<file path="src/sv/gasc_pkg.sv">
`timescale 1ns / 1ps
// ----------------------------------------------------------------------------
// gasc_pkg
// Shared types and constants of the glyph atlas slot cache.
// ----------------------------------------------------------------------------
package gasc_pkg;

    localparam int REV_DEPTH  = 65536;
    localparam int REV_AW     = 16;
    localparam int CFG_IDX_W  = 3;
    localparam int CFG_DATA_W = 8;
    localparam int Q_DEPTH    = 2;
    localparam int Q_AW       = 1;

    localparam logic [11:0] POS_MAX = 12'hfff;

    localparam logic [7:0] TILE_WIDTH_RST  = 8'd8;
    localparam logic [7:0] TILE_HEIGHT_RST = 8'd16;
    localparam logic [3:0] TILE_GAP_RST    = 4'd0;
    localparam logic [3:0] SHIFT_RST       = 4'd10;
    localparam logic [3:0] SHIFT_MIN       = 4'd8;
    localparam logic [3:0] SHIFT_MAX       = 4'd12;

    typedef enum logic [CFG_IDX_W-1:0] {
        CFG_TILE_WIDTH   = 3'd0,
        CFG_TILE_HEIGHT  = 3'd1,
        CFG_TILE_GAP     = 3'd2,
        CFG_WIDTH_SHIFT  = 3'd3,
        CFG_HEIGHT_SHIFT = 3'd4
    } t_cfg_idx;

    typedef enum logic [1:0] {
        CMD_LOOKUP  = 2'd0,
        CMD_REVERSE = 2'd1,
        CMD_OOR     = 2'd2
    } t_cmd_kind;

    typedef struct packed {
        t_cmd_kind   kind;
        logic [15:0] code_point;
        logic [15:0] uv_query;
    } t_cmd;

    typedef struct packed {
        logic [7:0] tile_width;
        logic [7:0] tile_height;
        logic [3:0] tile_gap;
        logic [2:0] ws_off;
        logic [2:0] hs_off;
    } t_cfg;

    typedef enum logic [1:0] {
        BK_CLEAR = 2'd0,
        BK_IDLE  = 2'd1,
        BK_EXEC  = 2'd2
    } t_back_state;

endpackage

</file>
<file path="src/sv/gasc_if.sv">
`timescale 1ns / 1ps
// ----------------------------------------------------------------------------
// gasc_if
// Handshake channels: request words, response words and config writes.
// ----------------------------------------------------------------------------
interface gasc_req_if;
    logic        valid;
    logic        ready;
    logic        mode;
    logic [15:0] code_point;
    logic [15:0] uv_query;

    modport source (output valid, mode, code_point, uv_query, input ready);
    modport sink   (input valid, mode, code_point, uv_query, output ready);
endinterface


interface gasc_cfg_if import gasc_pkg::*; ();
    logic                  valid;
    logic                  ready;
    logic [CFG_IDX_W-1:0]  index;
    logic [CFG_DATA_W-1:0] data;

    modport source (output valid, index, data, input ready);
    modport sink   (input valid, index, data, output ready);
endinterface

</file>
<file path="src/sv/gasc_front.sv">
`timescale 1ns / 1ps
// ----------------------------------------------------------------------------
// gasc_front
// Config registers and request intake: classifies each word for the back.
// ----------------------------------------------------------------------------
module gasc_front import gasc_pkg::*; #(
    parameter int CODE_POINTS = 65536
) (
    input  logic           i_clk,
    input  logic           i_rst_n,
    gasc_req_if.sink       i_req,
    gasc_cfg_if.sink       i_cfg,
    input  logic           i_q_full,
    input  logic           i_init_done,
    output logic           o_push,
    output t_cmd           o_cmd,
    output t_cfg           o_cfg
);

    logic [7:0] r_tile_width;
    logic [7:0] r_tile_height;
    logic [3:0] r_tile_gap;
    logic [3:0] r_width_shift;
    logic [3:0] r_height_shift;

    function automatic logic [2:0] shift_off(input logic [3:0] s);
        logic [2:0] off;
        priority if (s < SHIFT_MIN) begin
            off = 3'd0;
        end else if (s > SHIFT_MAX) begin
            off = 3'(SHIFT_MAX - SHIFT_MIN);
        end else begin
            off = 3'(s - SHIFT_MIN);
        end
        return off;
    endfunction

    assign i_cfg.ready = 1'b1;

    always_ff @(posedge i_clk) begin
        if (!i_rst_n) begin
            r_tile_width   <= TILE_WIDTH_RST;
            r_tile_height  <= TILE_HEIGHT_RST;
            r_tile_gap     <= TILE_GAP_RST;
            r_width_shift  <= SHIFT_RST;
            r_height_shift <= SHIFT_RST;
        end else if (i_cfg.valid) begin
            unique case (t_cfg_idx'(i_cfg.index))
                CFG_TILE_WIDTH:   r_tile_width   <= i_cfg.data;
                CFG_TILE_HEIGHT:  r_tile_height  <= i_cfg.data;
                CFG_TILE_GAP:     r_tile_gap     <= i_cfg.data[3:0];
                CFG_WIDTH_SHIFT:  r_width_shift  <= i_cfg.data[3:0];
                CFG_HEIGHT_SHIFT: r_height_shift <= i_cfg.data[3:0];
                default: ;
            endcase
        end
    end

    always_comb begin
        o_cfg.tile_width  = r_tile_width;
        o_cfg.tile_height = r_tile_height;
        o_cfg.tile_gap    = r_tile_gap;
        o_cfg.ws_off      = shift_off(r_width_shift);
        o_cfg.hs_off      = shift_off(r_height_shift);
    end

    assign i_req.ready = !i_q_full && i_init_done;
    assign o_push      = i_req.valid && i_req.ready;

    always_comb begin
        o_cmd.code_point = i_req.code_point;
        o_cmd.uv_query   = i_req.uv_query;
        priority if (i_req.mode) begin
            o_cmd.kind = CMD_REVERSE;
        end else if ({1'b0, i_req.code_point} >= 17'(CODE_POINTS)) begin
            o_cmd.kind = CMD_OOR;
        end else begin
            o_cmd.kind = CMD_LOOKUP;
        end
    end

endmodule

</file>
<file path="src/flat_wrapper.sv">
// flat-port wrapper written by rule: the top's interface ports become plain ports
module gasc_front_flat import gasc_pkg::*;
#(
    parameter int CODE_POINTS = 65536
)
  (i_clk, i_rst_n, i_q_full, i_init_done, o_push, o_cmd, o_cfg, i_req_valid, i_req_mode, i_req_code_point, i_req_uv_query, i_req_ready, i_cfg_valid, i_cfg_index, i_cfg_data, i_cfg_ready);
  gasc_req_if i_req_i ();
  gasc_cfg_if i_cfg_i ();
  input  logic i_clk;
  input  logic i_rst_n;
  input  logic i_q_full;
  input  logic i_init_done;
  output logic o_push;
  output t_cmd o_cmd;
  output t_cfg o_cfg;
  input wire logic [$bits(i_req_i.valid)-1:0] i_req_valid;
  input wire logic [$bits(i_req_i.mode)-1:0] i_req_mode;
  input wire logic [$bits(i_req_i.code_point)-1:0] i_req_code_point;
  input wire logic [$bits(i_req_i.uv_query)-1:0] i_req_uv_query;
  output wire logic [$bits(i_req_i.ready)-1:0] i_req_ready;
  input wire logic [$bits(i_cfg_i.valid)-1:0] i_cfg_valid;
  input wire logic [$bits(i_cfg_i.index)-1:0] i_cfg_index;
  input wire logic [$bits(i_cfg_i.data)-1:0] i_cfg_data;
  output wire logic [$bits(i_cfg_i.ready)-1:0] i_cfg_ready;
  assign i_req_i.valid = i_req_valid;
  assign i_req_i.mode = i_req_mode;
  assign i_req_i.code_point = i_req_code_point;
  assign i_req_i.uv_query = i_req_uv_query;
  assign i_req_ready = i_req_i.ready;
  assign i_cfg_i.valid = i_cfg_valid;
  assign i_cfg_i.index = i_cfg_index;
  assign i_cfg_i.data = i_cfg_data;
  assign i_cfg_ready = i_cfg_i.ready;
  gasc_front #(.CODE_POINTS(CODE_POINTS)) u_core (.i_clk(i_clk), .i_rst_n(i_rst_n), .i_req(i_req_i), .i_cfg(i_cfg_i), .i_q_full(i_q_full), .i_init_done(i_init_done), .o_push(o_push), .o_cmd(o_cmd), .o_cfg(o_cfg));
endmodule
</file>
<file path="config.mk">
export PLATFORM = sky130hd
export DESIGN_NAME = gasc_front_flat
export DESIGN_NICKNAME = d
export VERILOG_FILES = /design/src/sv/gasc_pkg.sv /design/src/sv/gasc_if.sv /design/src/sv/gasc_front.sv /design/src/flat_wrapper.sv
export SDC_FILE = /design/constraint.sdc
export NUM_CORES = 1
export LEC_CHECK = 0
export BUFFER_PORTS_ARGS = -buffer_cell sky130_fd_sc_hd__buf_2
export CORE_ASPECT_RATIO = 0.9
export CORE_MARGIN = 1
export CORE_UTILIZATION = 42
export CTS_CLUSTER_DIAMETER = 40
export CTS_CLUSTER_SIZE = 30
export DETAILED_ROUTE_END_ITERATION = 8
export GPL_TIMING_DRIVEN = 0
export PLACE_DENSITY = 0.85
export SLEW_MARGIN = 10
export SYNTH_ARGS = -nofsm -noshare
export SYNTH_HDL_FRONTEND = slang
export SYNTH_SLANG_ARGS = --single-unit
</file>
<file path="constraint.sdc">
create_clock -name i_clk -period 1.5 [get_ports i_clk]
set_input_delay 0.3 -clock i_clk [delete_from_list [all_inputs] [get_ports i_clk]]
set_output_delay 0.3 -clock i_clk [all_outputs]
set_load 0.005 [all_outputs]
</file>
Word-level counts from Yosys, hierarchy flattened:

Cells that the tools add are included.

* register bits after elaboration: 28
* input bits: 50
* logic and storage cells: 29

* add/subtract/negate cells: 2
* order comparisons: 4
* equality and inequality tests: 4
* multiplexer cells: 5
* reduce and logical (&&, ||, !) cells: 9

Operators with widths (number)
* $mux W3: 4
* $reduce_and A2 Y1: 5
* $gt A4 B4 Y1 const B: 2
* $lt A4 B4 Y1 const B: 2
* $eq A3 B2 Y1 const B: 2
* $sub A3 B1 Y3 const B: 2
* $eq A3 B1 Y1 const B: 1
* $eq A3 B3 Y1 const B: 1
* $logic_not A3 Y1: 1
* $logic_and A1 B1 Y1: 2
* $logic_not A1 Y1: 1
* $mux W1: 1

Logic depth before layout (Yosys ltp):

* depth after elaboration: 3
* gate-level depth with buffers: 4

Least setup slack after synthesis:

No wires, ideal clock.

* path type: input port to flip-flop
* start point: input port i_cfg_index[1]
* end point: register u_core.r_tile_width[0]
* library setup time: 72 ps
* arrival time: 915 ps
* data required time: 1428 ps
* slack: 514 ps
* stages: 3
* path buffers: 1
* cell sequence: nor4b_2 > buf_4 > mux2i_1

* longest elaborated chain between the ends: 2

RTL lines
* start: declaration: RTL line flat_wrapper.sv:22 `input wire logic [$bits(i_cfg_i.index)-1:0] i_cfg_index;`
* $logic_not A3 Y1: RTL line gasc_front.sv:48 `unique case (t_cfg_idx'(i_cfg.index))`
* $reduce_and A2 Y1 (no line)
* end signal: assignment: RTL line gasc_front.sv:49 `CFG_TILE_WIDTH: r_tile_width <= i_cfg.data;`
* end: declaration: RTL line gasc_front.sv:20 `logic [7:0] r_tile_width;`

No other way between the ends.
A chain may end at the register's enable or synchronous reset.

==> summary.txt <==
Status: completed
F_max: 0.8139 GHz
Leakage power: 1.006 nW
Core area: 0.003162 mm^2
Antenna violations before repair: 0
FF+latch count, synth: 28
Leading area contributor after synthesis: dfxtp_1
Fin. Hold Viols: 0
Final Core Density: 0.6078
Worst VDD drop: 0.0006676 V
ANT nets after route: 0
Dpl hpwl: 2.377 mm
Most frequent cell after synthesis: buf_4
Crit. End Element: output port
Reg2reg start: u_core.r_width_shift[3]
Syn avg cell area: 9.462 um^2
Unrepaired setup endpoints after global routing: false
Hold WC Path Type: input port to flip-flop
Synthesized Nets: 203
Rows: 19
Max Cap Viol: 0
Area growth, synth to finish: 32.76%
Clock tree from TritonCTS: built
# Post-CTS Setup Buffers: 0
Clk sinks: 28
Critical Path Start: u_core.r_width_shift[2]
Drt drc: 0
Final setup vio count: 0
Mapped Cells: 153
Largest cells by area after synthesis: dfxtp_1 (39%), mux2i_1 (19%), buf_4 (19%), nand2_1 (7.8%), nor2b_1 (4.3%)
Clock buffer depth: 2
Critical Path Fanout Max: 4
CP Cell Sequence: and3b_1 > buf_2
Delay-heaviest family, CP: flip-flops
Worst setup SP type: flip-flop
R2r endpoint: u_core.r_width_shift[3]
Ys Warns: 0
WS Path Type: flip-flop to output port
Die H: 57.70 um
Period minus WS final: 1.229 ns
Buffers and inverters on the worst path: 1
Setup_tns: 0 ns
Worst skew pair latency: 0.27 ns
Initial Util: 0.4579
Wirelength per Cell: 11.12 um
H-tree levels: 1
# nets final: 284
Post-CTS resize count: 0
Overall die width: 63.89 um
R2R setup slack: 0.87 ns
Pin count of the biggest net entering global routing: 15
EDFF count, synth: 0
WP depth: 2
Worst clock skew: 0 ns
Fillers: 292
Setup crit end: o_cfg[4]
Post-synth top area share: 0.3872
CTS Root Cell: clkbuf_8
Sequential element share of the synthesized area: 0.3872
Signal arrival time at the worst endpoint: 0.93 ns
Post-Syn Area: 0.001448 mm^2
Slowest stage cell, crit path: dfxtp_1
FFs w/ async S/R, synth: 0
Vias/cell: 4.529
Max stage delay on crit path: 0.36 ns
Hold Buf Count CTS: 0
Total CTS buffers: 3
Die area: 0.003686 mm^2
Netlist cell types: 16
Layout cell share with drive strength beyond 1: 0.5259
Synth top cells by count: buf_4 (36), nand2_1 (30), dfxtp_1 (28), mux2i_1 (28), nor2b_1 (10)
Worst r2r path cells: 2
Ys flop type: dfxtp_1
RD Place Congestion: 0.7465
First-pass GRT wire length: 4.498 mm
Power density over cell area: 730.5 mW/mm^2
# diodes: 0
Tcrit/Tclk final: 0.8191
Clk slew on worst S/H paths: 0.09 ns
Global route total overflow: 0
Drt initial violations: 42
Drt pass-1 iters: 4
Vias: 1241
Number of global-route vias before repair: 1024
All-Layer GR Usage: 0.1593
Req. time, crit path: 1.20 ns
Final slew viol count: 0
Number of port buffers: 76
WL final: 3.047 mm
I/O Pins: 113
[metrics by stage]
step,std cells,worst slack (ns),cell area [um^2],total power [mW],hold slack [ns]
after floorplan,153,0.5137,1448,0.9308,0.4342
after global placement,271,0.2823,1881,1.028,0.4398
after detailed placement,271,0.2768,1881,1.034,0.4431
after CTS,274,0.2536,1922,1.420,0.2986
after global routing,274,0.1985,1922,1.481,0.2937
final,274,0.2713,1922,1.404,0.3041
[report_power, final]
part           internal (mW)  switching [mW]
Clock                  0.180           0.210
Sequential             0.759         0.00861
Combinational          0.149          0.0976
Total                   1.09           0.316
[area by class of cell]
class | count | area [um^2] | area share
Timing Repair Buffer | 76 | 380.4 | 0.1979
Multi-Input combinational cell | 82 | 576.8 | 0.3001
Tap cell | 42 | 52.55 | 0.02734
Clock buffer | 3 | 41.29 | 0.02148
Buffer | 43 | 310.3 | 0.1615
Sequential cell | 28 | 560.5 | 0.2917
[cell usage in the layout (no fill, tap or decap), drive strengths merged]
cell type  netlist  layout
clkbuf           2       5
and3b            4       4
buf             41     117
nor2b           10      10
dfxtp           28      28
nand4b           1       1
and2             3       3
nand4bb          1       1
nor4b            1       1
nand2           30      30
and4bb           2       2
conb             2       2
mux2i           28      28
[flip-flops by register name (all words and copies together), names as in the netlist]
register / cells
u_core.r_width_shift: 4
u_core.r_tile_height: 8
u_core.r_tile_gap: 4
u_core.r_height_shift: 4
u_core.r_tile_width: 8
[routing by layer]
metal,vias to the layer above,part of all wire,track usage
met2,65,0.49,0.2736
met1,553,0.42,0.1904
met4,0,0.0059,0.03896
met3,2,0.088,0.05709
li1,621,-,-
met5,-,0,0
[how the worst min path moves through the flow]
stage / startpoint / end / slack [ns] / depth (start not counted)
floorplan: u_core.r_height_shift[0] / u_core.r_height_shift[0] / 0.43 / 2
global placement: u_core.r_tile_width[2] / u_core.r_tile_width[2] / 0.44 / 2
detailed placement: u_core.r_tile_width[4] / u_core.r_tile_width[4] / 0.44 / 2
CTS: i_cfg_data[4] / u_core.r_tile_width[4] / 0.30 / 3
global route: i_cfg_data[4] / u_core.r_tile_width[4] / 0.29 / 3
finish: i_cfg_data[4] / u_core.r_tile_width[4] / 0.30 / 3
[tightest hold or removal path, stage by stage]
cell	delay [ns]
buf_2	0.11
nand2_1	0.06
mux2i_1	0.06
[kinds of logic (layout without fill, tap and decap cells)]
group	Yosys count	after routing	synth area share
buffers and inverters	43	122	0.2143
multiplexers	28	28	0.1936
flip-flops	28	28	0.3872
AND/OR/NAND/NOR	52	52	0.1996
other	2	2	0.005188
Note: power is estimated with default switching activity, not from simulation.
