## config.mk

```make
export PLATFORM = sky130hd
export DESIGN_NAME = gasc_queue
export DESIGN_NICKNAME = d
export VERILOG_FILES = /design/src/sv/gasc_pkg.sv /design/src/sv/gasc_queue.sv
export SDC_FILE = /design/constraint.sdc
export NUM_CORES = 1
export LEC_CHECK = 0
export BUFFER_PORTS_ARGS = -buffer_cell sky130_fd_sc_hd__buf_2
export CAP_MARGIN = 20
export CORE_ASPECT_RATIO = 0.5
export CORE_UTILIZATION = 56
export DETAILED_ROUTE_END_ITERATION = 7
export PLACE_DENSITY = 0.89
export SYNTH_ARGS = -nofsm -noshare
export SYNTH_HDL_FRONTEND = slang
export SYNTH_SLANG_ARGS = --single-unit
```

## constraint.sdc

```tcl
create_clock -name i_clk -period 4.2 [get_ports i_clk]
set_input_delay 0.42 -clock i_clk [delete_from_list [all_inputs] [get_ports i_clk]]
set_output_delay 0.42 -clock i_clk [all_outputs]
set_load 0.05 [all_outputs]
```

## src/sv/gasc_pkg.sv

```systemverilog
`timescale 1ns / 1ps
// ----------------------------------------------------------------------------
// gasc_pkg
// Shared types and constants of the glyph atlas slot cache.
// ----------------------------------------------------------------------------
package gasc_pkg;

    localparam int REV_DEPTH  = 65536;
    localparam int REV_AW     = 16;
    localparam int CFG_IDX_W  = 3;
    localparam int CFG_DATA_W = 8;
    localparam int Q_DEPTH    = 2;
    localparam int Q_AW       = 1;

    localparam logic [11:0] POS_MAX = 12'hfff;

    localparam logic [7:0] TILE_WIDTH_RST  = 8'd8;
    localparam logic [7:0] TILE_HEIGHT_RST = 8'd16;
    localparam logic [3:0] TILE_GAP_RST    = 4'd0;
    localparam logic [3:0] SHIFT_RST       = 4'd10;
    localparam logic [3:0] SHIFT_MIN       = 4'd8;
    localparam logic [3:0] SHIFT_MAX       = 4'd12;

    typedef enum logic [CFG_IDX_W-1:0] {
        CFG_TILE_WIDTH   = 3'd0,
        CFG_TILE_HEIGHT  = 3'd1,
        CFG_TILE_GAP     = 3'd2,
        CFG_WIDTH_SHIFT  = 3'd3,
        CFG_HEIGHT_SHIFT = 3'd4
    } t_cfg_idx;

    typedef enum logic [1:0] {
        CMD_LOOKUP  = 2'd0,
        CMD_REVERSE = 2'd1,
        CMD_OOR     = 2'd2
    } t_cmd_kind;

    typedef struct packed {
        t_cmd_kind   kind;
        logic [15:0] code_point;
        logic [15:0] uv_query;
    } t_cmd;

    typedef struct packed {
        logic [7:0] tile_width;
        logic [7:0] tile_height;
        logic [3:0] tile_gap;
        logic [2:0] ws_off;
        logic [2:0] hs_off;
    } t_cfg;

    typedef enum logic [1:0] {
        BK_CLEAR = 2'd0,
        BK_IDLE  = 2'd1,
        BK_EXEC  = 2'd2
    } t_back_state;

endpackage

```

## src/sv/gasc_queue.sv

```systemverilog
`timescale 1ns / 1ps
// ----------------------------------------------------------------------------
// gasc_queue
// Short command queue between the front and the back.
// ----------------------------------------------------------------------------
module gasc_queue import gasc_pkg::*; (
    input  logic i_clk,
    input  logic i_rst_n,
    input  logic i_push,
    input  t_cmd i_cmd,
    input  logic i_pop,
    output t_cmd o_cmd,
    output logic o_full,
    output logic o_empty
);

    t_cmd            r_mem [Q_DEPTH];
    logic [Q_AW-1:0] r_wr_ptr;
    logic [Q_AW-1:0] r_rd_ptr;
    logic [Q_AW:0]   r_count;

    always_ff @(posedge i_clk) begin
        if (!i_rst_n) begin
            r_wr_ptr <= '0;
            r_rd_ptr <= '0;
            r_count  <= '0;
        end else begin
            if (i_push) begin
                r_wr_ptr <= r_wr_ptr + 1'b1;
            end
            if (i_pop) begin
                r_rd_ptr <= r_rd_ptr + 1'b1;
            end
            r_count <= r_count + (Q_AW+1)'(i_push) - (Q_AW+1)'(i_pop);
        end
    end

    always_ff @(posedge i_clk) begin
        if (i_push) begin
            r_mem[r_wr_ptr] <= i_cmd;
        end
    end

    assign o_cmd   = r_mem[r_rd_ptr];
    assign o_full  = (r_count == (Q_AW+1)'(Q_DEPTH));
    assign o_empty = (r_count == '0);

endmodule

```

Word level (Yosys, flattened, before mapping)
Memories as Yosys holds them, arrays and structs flattened. A register that Yosys moved wholly into a read port is not among the register bits.
Cells that the tools add are included.
Word-level totals
  register bits: 4
  memory bits (writable): 68
  input bits: 38
  memories kept: 1
Cells by class
  add/sub/neg operators: 4
  eq/ne operators: 1
  muxes and demuxes: 4
  reductions and logical operators: 1
Memories
  r_mem: depth 2, width 34, read ports 1, clocked after memory_dff 1, write ports 1, RTL line gasc_queue.sv:17  | t_cmd r_mem [Q_DEPTH];
Operators by type and width (number)
  2-to-1 mux 1 bit: 4
  adder 1 bit, second input constant: 2
  adder 2 x 1 -> 2 bit: 1
  equality test 2 bit, second input constant: 1
  logical NOT 2 bit: 1
  subtractor 2 x 1 -> 2 bit: 1

Depth between registers and ports, before layout
Gate-level depths: netlist (run 1).
  depth in word-level cells: 3
  depth in mapped cells: 6
  depth with buffers taken out: 6

Least setup slack after synthesis (run 1)
Ideal clock, no wire load.
  path kind: input to register
  start: input i_push
  end: memory r_mem[0][0] in the netlist's numbering, enable pin
  library setup time: 0.430 ns
  arrival: 1.984 ns
  required time: 3.770 ns
  path slack: 1.786 ns
  stages on the path: 1
  buffers on the path: 0
  cell sequence: nor2b_1
On the way
  word-level cells in the longest chain between the ends: 2
Ends and longest elaborated chain
  from (decl): RTL line gasc_queue.sv:9  | input logic i_push,
  2-to-1 mux 1 bit: RTL line gasc_queue.sv:39  | if (i_push) begin
  2-to-1 mux 1 bit (implied by the code): RTL line gasc_queue.sv:40  | r_mem[r_wr_ptr] <= i_cmd;
  to (decl): RTL line gasc_queue.sv:17
No other way between the ends.

==> results of run 1 <==
==> kinds of logic after synthesis <==
family / synth area share
simple gates: 0.0190
mux: 0.175
fa+ha+maj: 0.00883
buf+inv: 0.0278
flops: 0.756
xor+xnor: 0.0110
compound gates: 0.00265
==> registers in the layout, indices dropped and copies added, names as in the netlist, named ones only <==
signal    count
r_count       2
r_mem        68
r_rd_ptr      1
r_wr_ptr      1
==> synth_stat cells <==
master,number
o21a_1,1
xnor3_1,1
nor2b_1,4
nor2_1,1
mux2_4,30
buf_6,1
edfxtp_1,68
ha_1,2
buf_12,3
dfxtp_1,5
and2_1,4
xor2_1,1
mux2_2,4
inv_1,2
==> worst max-delay path: cells and delay by family (launching register included) <==
family                 cells  cell delay, ns
multiplexers               1            0.43
flip-flops                 1            1.04
buffers and inverters      1            0.21
==> metrics by stage <==
| stage | instances | cell area, um^2 |
|---|---|---|
| 6_report | 278 | 3400 |
| 5_1_grt | 278 | 3400 |
| 4_1_cts | 278 | 3400 |
| 3_5_place_dp | 262 | 3220 |
| 3_3_place_gp | 262 | 3220 |
| 2_1_floorplan | 127 | 2830 |
==> layer usage <==
| layer | routed length [um] | vias up | part of all wire |
|---|---|---|---|
| met1 | 1630 | 655 | 0.38 |
| met2 | 2330 | 39 | 0.54 |
| met4 | 98 | 0 | 0.023 |
| li1 | - | 649 | - |
| met3 | 256 | 10 | 0.059 |
| met5 | 0 | - | 0 |
==> power groups by stage <==
stage,logic (mW),clock network [mW],registers [mW]
after CTS,0.306,0.508,0.871
after global placement,0.298,0,0.882
after floorplan,0.267,0,0.865
after detailed placement,0.305,0,0.887
final,0.302,0.495,0.870
after global routing,0.318,0.538,0.874
==> cell type report <==
| class | instances | area, um^2 | share of cell area |
|---|---|---|---|
| clock inverter | 5 | 46.3 | 0.0136 |
| multi-input combinational | 48 | 622 | 0.183 |
| sequential | 73 | 2140 | 0.631 |
| tap | 66 | 82.6 | 0.0243 |
| clock buffer | 11 | 131 | 0.0387 |
| inverter | 2 | 7.51 | 0.00221 |
| timing repair buffer | 73 | 365 | 0.108 |
==> worst min path at each step <==
stage,from,endpoint,slack [ns],depth (start not counted)
after floorplan,i_cmd[0],r_mem[0][0],0.52,0
after detailed placement,r_rd_ptr,flop,0.57,2
after global placement,r_rd_ptr,flop,0.56,2
after global routing,i_cmd[3],r_mem[1][3],0.24,1
final,i_cmd[17],r_mem[0][17],0.27,1
after CTS,i_cmd[0],r_mem[1][0],0.25,1
==> out/qor.csv, run 1 <==
stage;metric;value;unit
grt;first-pass GRT wire length;6.50;mm
grt;GR Layer Usage met1;0.182;
setup_path;worst reg2reg startpoint;r_wr_ptr;
pwr;Max VDD drop;0.364;mV
synthesis;Post-Syn Area;2830;um^2
setup_path;Worst path max stage delay;1.04;ns
grt;All-Layer GR Usage;0.182;
timing;maximum clock rate;410;MHz
pwr;Clock power frac;0.297;
cts;Clk Latency, worst-skew pair;0.33;ns
cts;root buf cell;clkbuf_8;
pwr;sequential group share of total power;0.522;
setup_path;CP Class;reg -> out;
pwr;sw power;450;uW
route;DR DRC count;0;
cells_and_area;share of layout cells above drive strength 1;0.571;
job;max cap viols;0;
grt;via count of the first global-routing pass;1399;
cts;CTS resizes;0;
setup_path;worst path cell trace;mux2_2, buf_2;
cts;number of H-tree levels;3;
placement;Placement Setup Slack;2.07;ns
cells_and_area;Post-layout nets;247;
pwr;Pint;1.22;mW
cts;Sink Count;73;
grt;largest net degree at the start of global routing;36;
cts;CTS Buffer Depth;2;
cells_and_area;n_diodes;0;
setup_path;R2R depth;1;
outcome;run status;completed;
die;total core area;4620;um^2
route;DR vias;1353;
cells_and_area;Fillers;292;
timing;final hold violations;0;
cts;CTS tree;yes;
synthesis;Syn Area/Cell;22.3;um^2
grt;met3 usage;0.0733;
synthesis;sequential area share after synthesis;0.756;
die;Die Y;52.3;um
timing;Setup Viol. Count Final;0;
setup_path;data arrival time of the worst path;2.02;ns
grt;total congestion overflow;0;
synthesis;post-synth top area share;0.721;
placement;port bufs;73;
timing;Slew @ Worst Pin;1.08;ns
setup_path;Setup crit start kind;flop;
die;Die Area;5370;um^2
die;Die X;103;um
setup_path;CP required;3.78;ns
synthesis;ranking of synthesized cells by area;edfxtp_1, mux2_4, dfxtp_1;
cells_and_area;Final Util;0.736;
route;Post-DRT Antenna Nets;0;
cells_and_area;Syn-to-layout area delta;19.9;%
route;DRT Pass-1 Iters;4;
cells_and_area;most common cell after layout, fill and taps aside;buf_2;
route;Iter 0 DRT Violations;21;
die;Ports;74;
synthesis;syn_nets;167;
synthesis;Seq cells post-synth;73;
pwr;Comb pwr share;0.181;
route;Post-Route WL;4.32;mm
timing;RSZ-0062 raised after global routing;false;
synthesis;cell taking the most area after synthesis;edfxtp_1;
setup_path;worst-path fanout max;34;
synthesis;Synth Instances;127;
timing;fin worst setup slack;1.76;ns
route;Vias per Instance;4.87;
timing;Layout Skew;0.00392;ns
cts;postcts setup bufs;0;
timing;Setup TNS;0;ns
cts;CTS Hold Bufs;0;
synthesis;number of synthesis warnings;0;
die;Rows;17;
pwr;total power;1.67;mW
hold_path;worst hold path class;in -> reg;
timing;hold slack final;0.271;ns
cts;clk slew on worst S/H paths;0.07;ns
cells_and_area;most frequent cells in the layout;buf_2, edfxtp_1, mux2_4, clkbuf_8;
pwr;Sw Ratio;0.270;
cts;Num CTS Buffers;9;
route;WL per Instance;15.5;um
synthesis;Cell variety after synth;14;
timing;final worst path period share;0.581;
pwr;Pwr Density;491;nW/um^2
grt;met2 usage;0.320;
placement;Placer Congestion;0.598;
setup_path;CP Capture Type;primary output;
timing;Tmin final;2.44;ns
setup_path;Crit-path slowest cell;dfxtp_2;
setup_path;R2R Setup Slk;2.70;ns
grt;antenna violations before repair;0;
setup_path;Setup crit end;o_cmd[27];
timing;Final Max Slew Viols;0;
setup_path;Reg2Reg Capture Point;r_mem[0][6];
timing;Slew HR;0.281;
die;Starting Density;0.614;
pwr;Leakage Power;1.37;nW
grt;grt peak-use layer;met2;
(Power assumes the default switching activity.)
==> run 2: changes to the inputs <==
Settings changed: ABC_AREA from default to 1, CORE_UTILIZATION 56 to 52, PLACE_DENSITY 0.89 to 0.84.
Clock period 4.2 ns to 2.5 ns, I/O delays scaled along.
==> run 2 against run 1 <==
  * Cell area increased by 1.4%
  * Critical path type unchanged
  * Core utilization shrank 5.9 points
  * Flip-flop and latch count unchanged
  * Routed wire length fell by 0.35%
  * First-iteration DRC count shrank 4.8%
  * Via count grew 6.4%
  * Synthesized cell count up 10%
  * Largest cell class unchanged
  * Final cell count up 7.6%
  * Synthesized area is 0.13% higher
==> out/qor.csv, run 2 <==
stage;metric;value;unit;change
synthesis;Syn Area/Cell;20.3;um^2;-9.2%
pwr;Leakage Power;1.43;nW;+4.1%
timing;Slew HR;0.620;;+0.339
cts;Num CTS Buffers;9;;unchanged
synthesis;number of synthesized flops with an enable pin;68;;unchanged
cells_and_area;n_diodes;0;;unchanged
die;Die Y;54.2;um;+3.7%
timing;Final Max Slew Viols;0;;unchanged
cells_and_area;share of layout cells above drive strength 1;0.559;;-0.0118
cts;CTS resizes;0;;unchanged
die;Rows;18;;+1
cts;CTS Hold Bufs;0;;unchanged
cells_and_area;Largest Register;r_mem;;
setup_path;Worst path max stage delay;0.69;ns;-0.35 ns
setup_path;Top delay family on crit path;flip-flops;;
setup_path;worst-path fanout max;18;;-47%
die;Starting Density;0.558;;-0.0565
timing;hold slack final;0.0950;ns;-0.176 ns
cts;clk slew on worst S/H paths;0.07;ns;about the same
grt;largest net degree at the start of global routing;19;;-47%
synthesis;sequential area share after synthesis;0.755;;-0.00100
route;DR vias;1440;;+6.4%
setup_path;CP Capture Type;primary output;;
placement;Placer Congestion;0.615;;+2.8%
synthesis;Post-synth top cells;edfxtp_1, mux2_4, nor2_1;;
synthesis;most frequent cell after synthesis;edfxtp_1;;
route;DR DRC count;0;;unchanged
placement;HPWL after DPL;3.02;mm;
route;DRT Pass-1 Iters;4;;unchanged
die;Ports;74;;unchanged
setup_path;R2R Setup Slk;1.13;ns;-1.57 ns
pwr;total power;2.65;mW;+59%
cells_and_area;Syn-to-layout area delta;21.4;%;
route;Vias per Instance;4.82;;-1.0%
cts;CTS Buffer Depth;2;;unchanged
outcome;run status;completed;;
synthesis;Synth Flop Type;edfxtp_1;;
setup_path;Setup crit start kind;flop;;
timing;Setup TNS;0;ns;unchanged
cells_and_area;Post-layout nets;264;;+6.9%
cts;Sink Count;73;;unchanged
timing;Slew @ Worst Pin;0.570;ns;-0.509 ns
cells_and_area;most common cell after layout, fill and taps aside;buf_2;;
cells_and_area;Largest register FFs;68;;unchanged
die;Die X;106;um;+3.8%
pwr;Pwr Density;770;nW/um^2;+57%
setup_path;CP required;2.25;ns;-1.53 ns
synthesis;cell taking the most area after synthesis;edfxtp_1;;
timing;Setup Viol. Count Final;0;;unchanged
synthesis;post-synth top area share;0.720;;-0.000953
synthesis;largest family of logic cells by synthesized area;multiplexers;;
timing;fin worst setup slack;0.395;ns;-1.37 ns
setup_path;Crit-path slowest cell;dfxtp_2;;
route;Post-DRT Antenna Nets;0;;unchanged
hold_path;worst hold path class;in -> reg;;
cts;CTS tree;yes;;
placement;port bufs;73;;unchanged
synthesis;syn_nets;180;;+7.8%
cts;number of H-tree levels;3;;unchanged
synthesis;Adder-Cell Fraction of Synth Area;0.00882;;-0.0000117
timing;RSZ-0062 raised after global routing;false;;
setup_path;worst path cell trace;buf_12, mux2_2, buf_2;;
cts;Clk Latency, worst-skew pair;0.34;ns;about the same
synthesis;number of synthesis warnings;0;;unchanged
synthesis;Synth Instances;140;;+10%
synthesis;xor/xnor share of the synthesized area;0;;-0.0110
cells_and_area;Final Util;0.677;;-0.0595
grt;via count of the first global-routing pass;1403;;+0.29%
grt;All-Layer GR Usage;0.156;;-0.0260
setup_path;data arrival time of the worst path;1.86;ns;-0.16 ns
cells_and_area;most frequent cells in the layout;buf_2, edfxtp_1, mux2_4, clkbuf_8;;
cells_and_area;Largest regs;r_mem: 68 flops, r_count: 2 flops;;
setup_path;Buf+Inv Stages, Crit Path;2;;+1
synthesis;ranking of synthesized cells by area;edfxtp_1, mux2_4, dfxtp_1;;
synthesis;Seq cells post-synth;73;;unchanged
timing;Tmin final;2.11;ns;
timing;final hold violations;0;;unchanged
synthesis;compound-cell area share of the yosys netlist;0.00176;;-0.000885
timing;final worst path period share;0.842;;
cts;postcts setup bufs;0;;unchanged
route;Iter 0 DRT Violations;20;;-4.8%
placement;Placement Setup Slack;0.740;ns;-1.33 ns
synthesis;Synth Area in Simple Gates;0.0243;;+0.00527
job;max cap viols;0;;unchanged
synthesis;mux share of post-synthesis cell area;0.175;;-0.000231
setup_path;CP Class;reg -> out;;
pwr;Max VDD drop;0.384;mV;+5.5%
synthesis;Post-synth ARST share;0;;unchanged
grt;first-pass GRT wire length;6.20;mm;-4.7%
die;total core area;5090;um^2;+10%
cts;root buf cell;clkbuf_8;;
die;Die Area;5770;um^2;+7.6%
timing;Layout Skew;0.00601;ns;+0.00209 ns
route;Post-Route WL;4.30;mm;-0.35%
route;WL per Instance;14.4;um;-7.3%
grt;total congestion overflow;0;;unchanged
synthesis;Post-Syn Area;2840;um^2;+0.13%
synthesis;Cell variety after synth;12;;-2
grt;antenna violations before repair;0;;unchanged
timing;maximum clock rate;475;MHz;
run 2: cell types whose count changed after synthesis:
cell	previous run	this run
nand3_1	0	1
a21oi_1	0	1
xnor3_1	1	0
nor2_1	1	9
nand2_1	0	8
and2_1	4	0
o21a_1	1	0
xor2_1	1	0
inv_1	2	8
nor2b_1	4	0
run 2: final timing paths:
| path | startpoint | to | cells after the start |
|---|---|---|---|
| setup / recovery | flop | o_cmd[27] | 3 |
| hold / removal | i_cmd[26] | r_mem[0][26] | 1 |
| setup reg to reg | r_count[0] | r_count[1] | 8 |
| hold reg to reg | r_rd_ptr | flop | 2 |
run 2: power breakdown:
part	switching [mW]	internal (mW)	total, mW
combinational	0.305	0.156	0.461
sequential	0.0301	1.41	1.44
clock	0.402	0.349	0.750
total	0.737	1.92	2.65
run 2: worst reg2reg max path, cell delays in order (launching register included):
cell and delay (ns):
dfxtp_1 0.35, inv_1 0.06, ha_1 0.27, inv_1 0.05, ha_1 0.19, inv_1 0.06, nand2_1 0.07, a21oi_1 0.17
nor2_1 0.06
run 2: cells by family (layout without fill, tap and decap cells):
kind of cell / count (synthesis) / after routing
compound gates: 1 / 1
fa+ha+maj: 2 / 2
buf+inv: 12 / 101
flops: 73 / 73
mux: 34 / 34
simple gates: 18 / 18
run 2: final cells by class:
cell class              instances  area, um^2
clock inverters                 7        37.5
well taps                      70        87.6
fillers                       361        1650
flip-flops and latches         73        2140
clock buffers                   9         124
multi-input cells              55         602
inverters                       8        30.0
repair buffers                 77         420
run 2: routing by layer:
metal | wire length (um) | GRT usage | up-vias
li1 | - | - | 691
met1 | 1740 | 0.158 | 702
met2 | 2240 | 0.288 | 41
met3 | 265 | 0.0762 | 6
met4 | 51 | 0.0639 | 0
met5 | 0 | 0 | -
run 2: metrics by stage:
stage,instances,area (um^2)
floorplan,140,2840
global placement,283,3280
detailed placement,283,3280
CTS,299,3440
global route,299,3440
finish,299,3440
==> run 3: changes to the inputs <==
Clock period 2.5 ns to 2.08 ns, I/O delays scaled along.
==> run 3 against run 2 <==
  * Non-clock buffer count shrank 1
  * Routed wire length shrank 3.1%
  * Count of clock-buffer cells in the layout grew 1
  * Global-route usage is essentially flat
  * Worst hold slack lost 0.036 ns
  * Core utilization grew 0.074 points
  * Register-to-register slack lost 0.35 ns
  * Clock skew is essentially flat
  * Critical path type unchanged
==> out/qor.csv, run 3 (synthesis results as in run 2) <==
stage;metric;value;unit;change
outcome;run status;completed;;
timing;RSZ-0062 raised after global routing;false;;
setup_path;worst reg2reg startpoint;r_wr_ptr;;
cts;number of H-tree levels;3;;unchanged
die;Starting Density;0.558;;unchanged
setup_path;CP required;1.87;ns;-0.38 ns
pwr;total power;3.29;mW;+24%
pwr;sequential group share of total power;0.523;;-0.020
grt;via count of the first global-routing pass;1363;;-2.9%
placement;Placer Congestion;0.629;;+2.4%
setup_path;CP Class;reg -> out;;
cts;postcts setup bufs;0;;unchanged
die;Die Y;54.2;um;unchanged
route;DRT Pass-1 Iters;4;;unchanged
grt;largest net degree at the start of global routing;35;;+16
cts;CTS tree;yes;;
timing;Slew HR;0.706;;+0.0857
route;DR DRC count;0;;unchanged
cells_and_area;n_diodes;0;;unchanged
pwr;Sw Ratio;0.264;;-0.0141
cells_and_area;Largest regs;r_mem: 68 flops, r_count: 2 flops;;
hold_path;hold depth;1;;unchanged
route;WL per Instance;14.0;um;-2.5%
cells_and_area;Post-layout nets;263;;-0.38%
cells_and_area;Largest Register;r_mem;;
setup_path;critical path depth in cells;3;;unchanged
setup_path;data arrival time of the worst path;1.52;ns;-0.34 ns
cts;Clk Latency, worst-skew pair;0.33;ns;about the same
setup_path;R2R depth;3;;-5
placement;port bufs;73;;unchanged
cts;Num CTS Buffers;9;;unchanged
cells_and_area;Largest register FFs;68;;unchanged
route;DR vias;1383;;-4.0%
cells_and_area;post-route design area;3450;um^2;+0.11%
pwr;Clock power frac;0.307;;+0.024
cells_and_area;Syn-to-layout area delta;21.5;%;
pwr;sw power;868;uW;+18%
setup_path;worst-path fanout max;34;;+16
die;Die X;106;um;unchanged
route;Iter 0 DRT Violations;65;;+230%
cts;CTS Buffer Depth;2;;unchanged
timing;final hold violations;0;;unchanged
setup_path;Setup crit start kind;flop;;
grt;first-pass GRT wire length;6.15;mm;-0.68%
timing;Layout Skew;0.00577;ns;-0.000231 ns
cts;root buf cell;clkbuf_8;;
hold_path;worst hold path class;in -> reg;;
timing;Setup Viol. Count Final;0;;unchanged
cells_and_area;most common cell after layout, fill and taps aside;buf_2;;
placement;total placed instance area;3260;um^2;-0.61%
route;Vias per Instance;4.66;;-3.3%
cts;CTS resizes;0;;unchanged
setup_path;Crit-path slowest cell;mux2_2;;
timing;final worst path period share;0.829;;
cts;Sink Count;73;;unchanged
grt;antenna violations before repair;0;;unchanged
cells_and_area;most frequent cells in the layout;buf_2, edfxtp_1, mux2_4, clkbuf_8;;
timing;Final Max Slew Viols;0;;unchanged
timing;Tmin final;1.72;ns;
cts;CTS Hold Bufs;0;;unchanged
die;Rows;18;;unchanged
die;Ports;74;;unchanged
pwr;Leakage Power;1.41;nW;-0.93%
grt;All-Layer GR Usage;0.156;;+0.000455
pwr;Pint;2.42;mW;+27%
cts;clk slew on worst S/H paths;0.07;ns;about the same
grt;total congestion overflow;0;;unchanged
pwr;Pwr Density;955;nW/um^2;+24%
setup_path;R2R Setup Slk;0.78;ns;-0.35 ns
placement;HPWL after DPL;2.88;mm;-4.8%
pwr;Max VDD drop;0.470;mV;+22%
timing;maximum clock rate;580;MHz;
setup_path;CP Capture Type;primary output;;
die;Die Area;5770;um^2;unchanged
job;max cap viols;0;;unchanged
setup_path;Worst path max stage delay;0.37;ns;-0.32 ns
pwr;Comb pwr share;0.170;;-0.004
setup_path;Reg2Reg Capture Point;r_mem[1][22];;
route;Post-DRT Antenna Nets;0;;unchanged
hold_path;HP Start;i_cmd[13];;
die;total core area;5090;um^2;unchanged
timing;Setup TNS;0;ns;unchanged
cells_and_area;share of layout cells above drive strength 1;0.551;;-0.00829
setup_path;Top delay family on crit path;buffers and inverters;;
hold_path;Hold Path End;r_mem[0][13];;
route;Post-Route WL;4.17;mm;-3.1%
timing;Slew @ Worst Pin;0.441;ns;-0.129 ns
setup_path;worst path cell trace;buf_12, mux2_2, buf_2;;
setup_path;Buf+Inv Stages, Crit Path;2;;unchanged
-- run 3: cell types whose count changed in the layout (fill, tap and decap cells not counted) --
| cell | before | now |
|---|---|---|
| clkinv_2 | 5 | 0 |
| buf_12 | 2 | 1 |
| bufinv_16 | 0 | 1 |
| clkbuf_1 | 0 | 1 |
| clkinvlp_4 | 0 | 2 |
-- run 3: worst max path at each step --
stage	startpoint	to	slack [ns]
after floorplan	r_wr_ptr	r_mem[0][0]	0.45
after global placement	flop	o_cmd[26]	0.72
after detailed placement	flop	o_cmd[29]	0.69
after CTS	flop	o_cmd[29]	0.32
after global routing	flop	o_cmd[29]	0.28
final	flop	o_cmd[29]	0.36
-- run 3: routing by layer --
metal | track usage | wire (um) | up-vias
met5 | 0 | 0 | -
met4 | 0.0753 | 55 | 0
met3 | 0.0774 | 207 | 5
met2 | 0.299 | 2350 | 32
met1 | 0.147 | 1550 | 661
li1 | - | - | 685
-- run 3: cell type report --
type / count / area (um^2)
Multi-Input combinational cell: 55 / 602
Fill cell: 382 / 1640
Timing Repair Buffer: 76 / 400
Sequential cell: 73 / 2140
Clock inverter: 5 / 57.6
Clock buffer: 10 / 128
Inverter: 8 / 30.0
Tap cell: 70 / 87.6
-- run 3: through the flow --
stage	hold WS, ns	instances	worst slack (ns)	util
2_1_floorplan	0.301	140	0.450	-
3_3_place_gp	0.396	282	0.722	0.641
3_5_place_dp	0.399	282	0.691	0.641
4_1_cts	0.0390	297	0.320	0.677
5_1_grt	0.0350	297	0.282	0.677
6_report	0.0587	297	0.357	0.677
-- run 3: power by group through the flow --
stage | registers (mW) | logic, mW | clock network (mW)
final | 1.72 | 0.559 | 1.01
after global routing | 1.73 | 0.591 | 1.09
after CTS | 1.72 | 0.567 | 1.05
after detailed placement | 1.75 | 0.566 | 0
after global placement | 1.75 | 0.550 | 0
after floorplan | 1.75 | 0.453 | 0
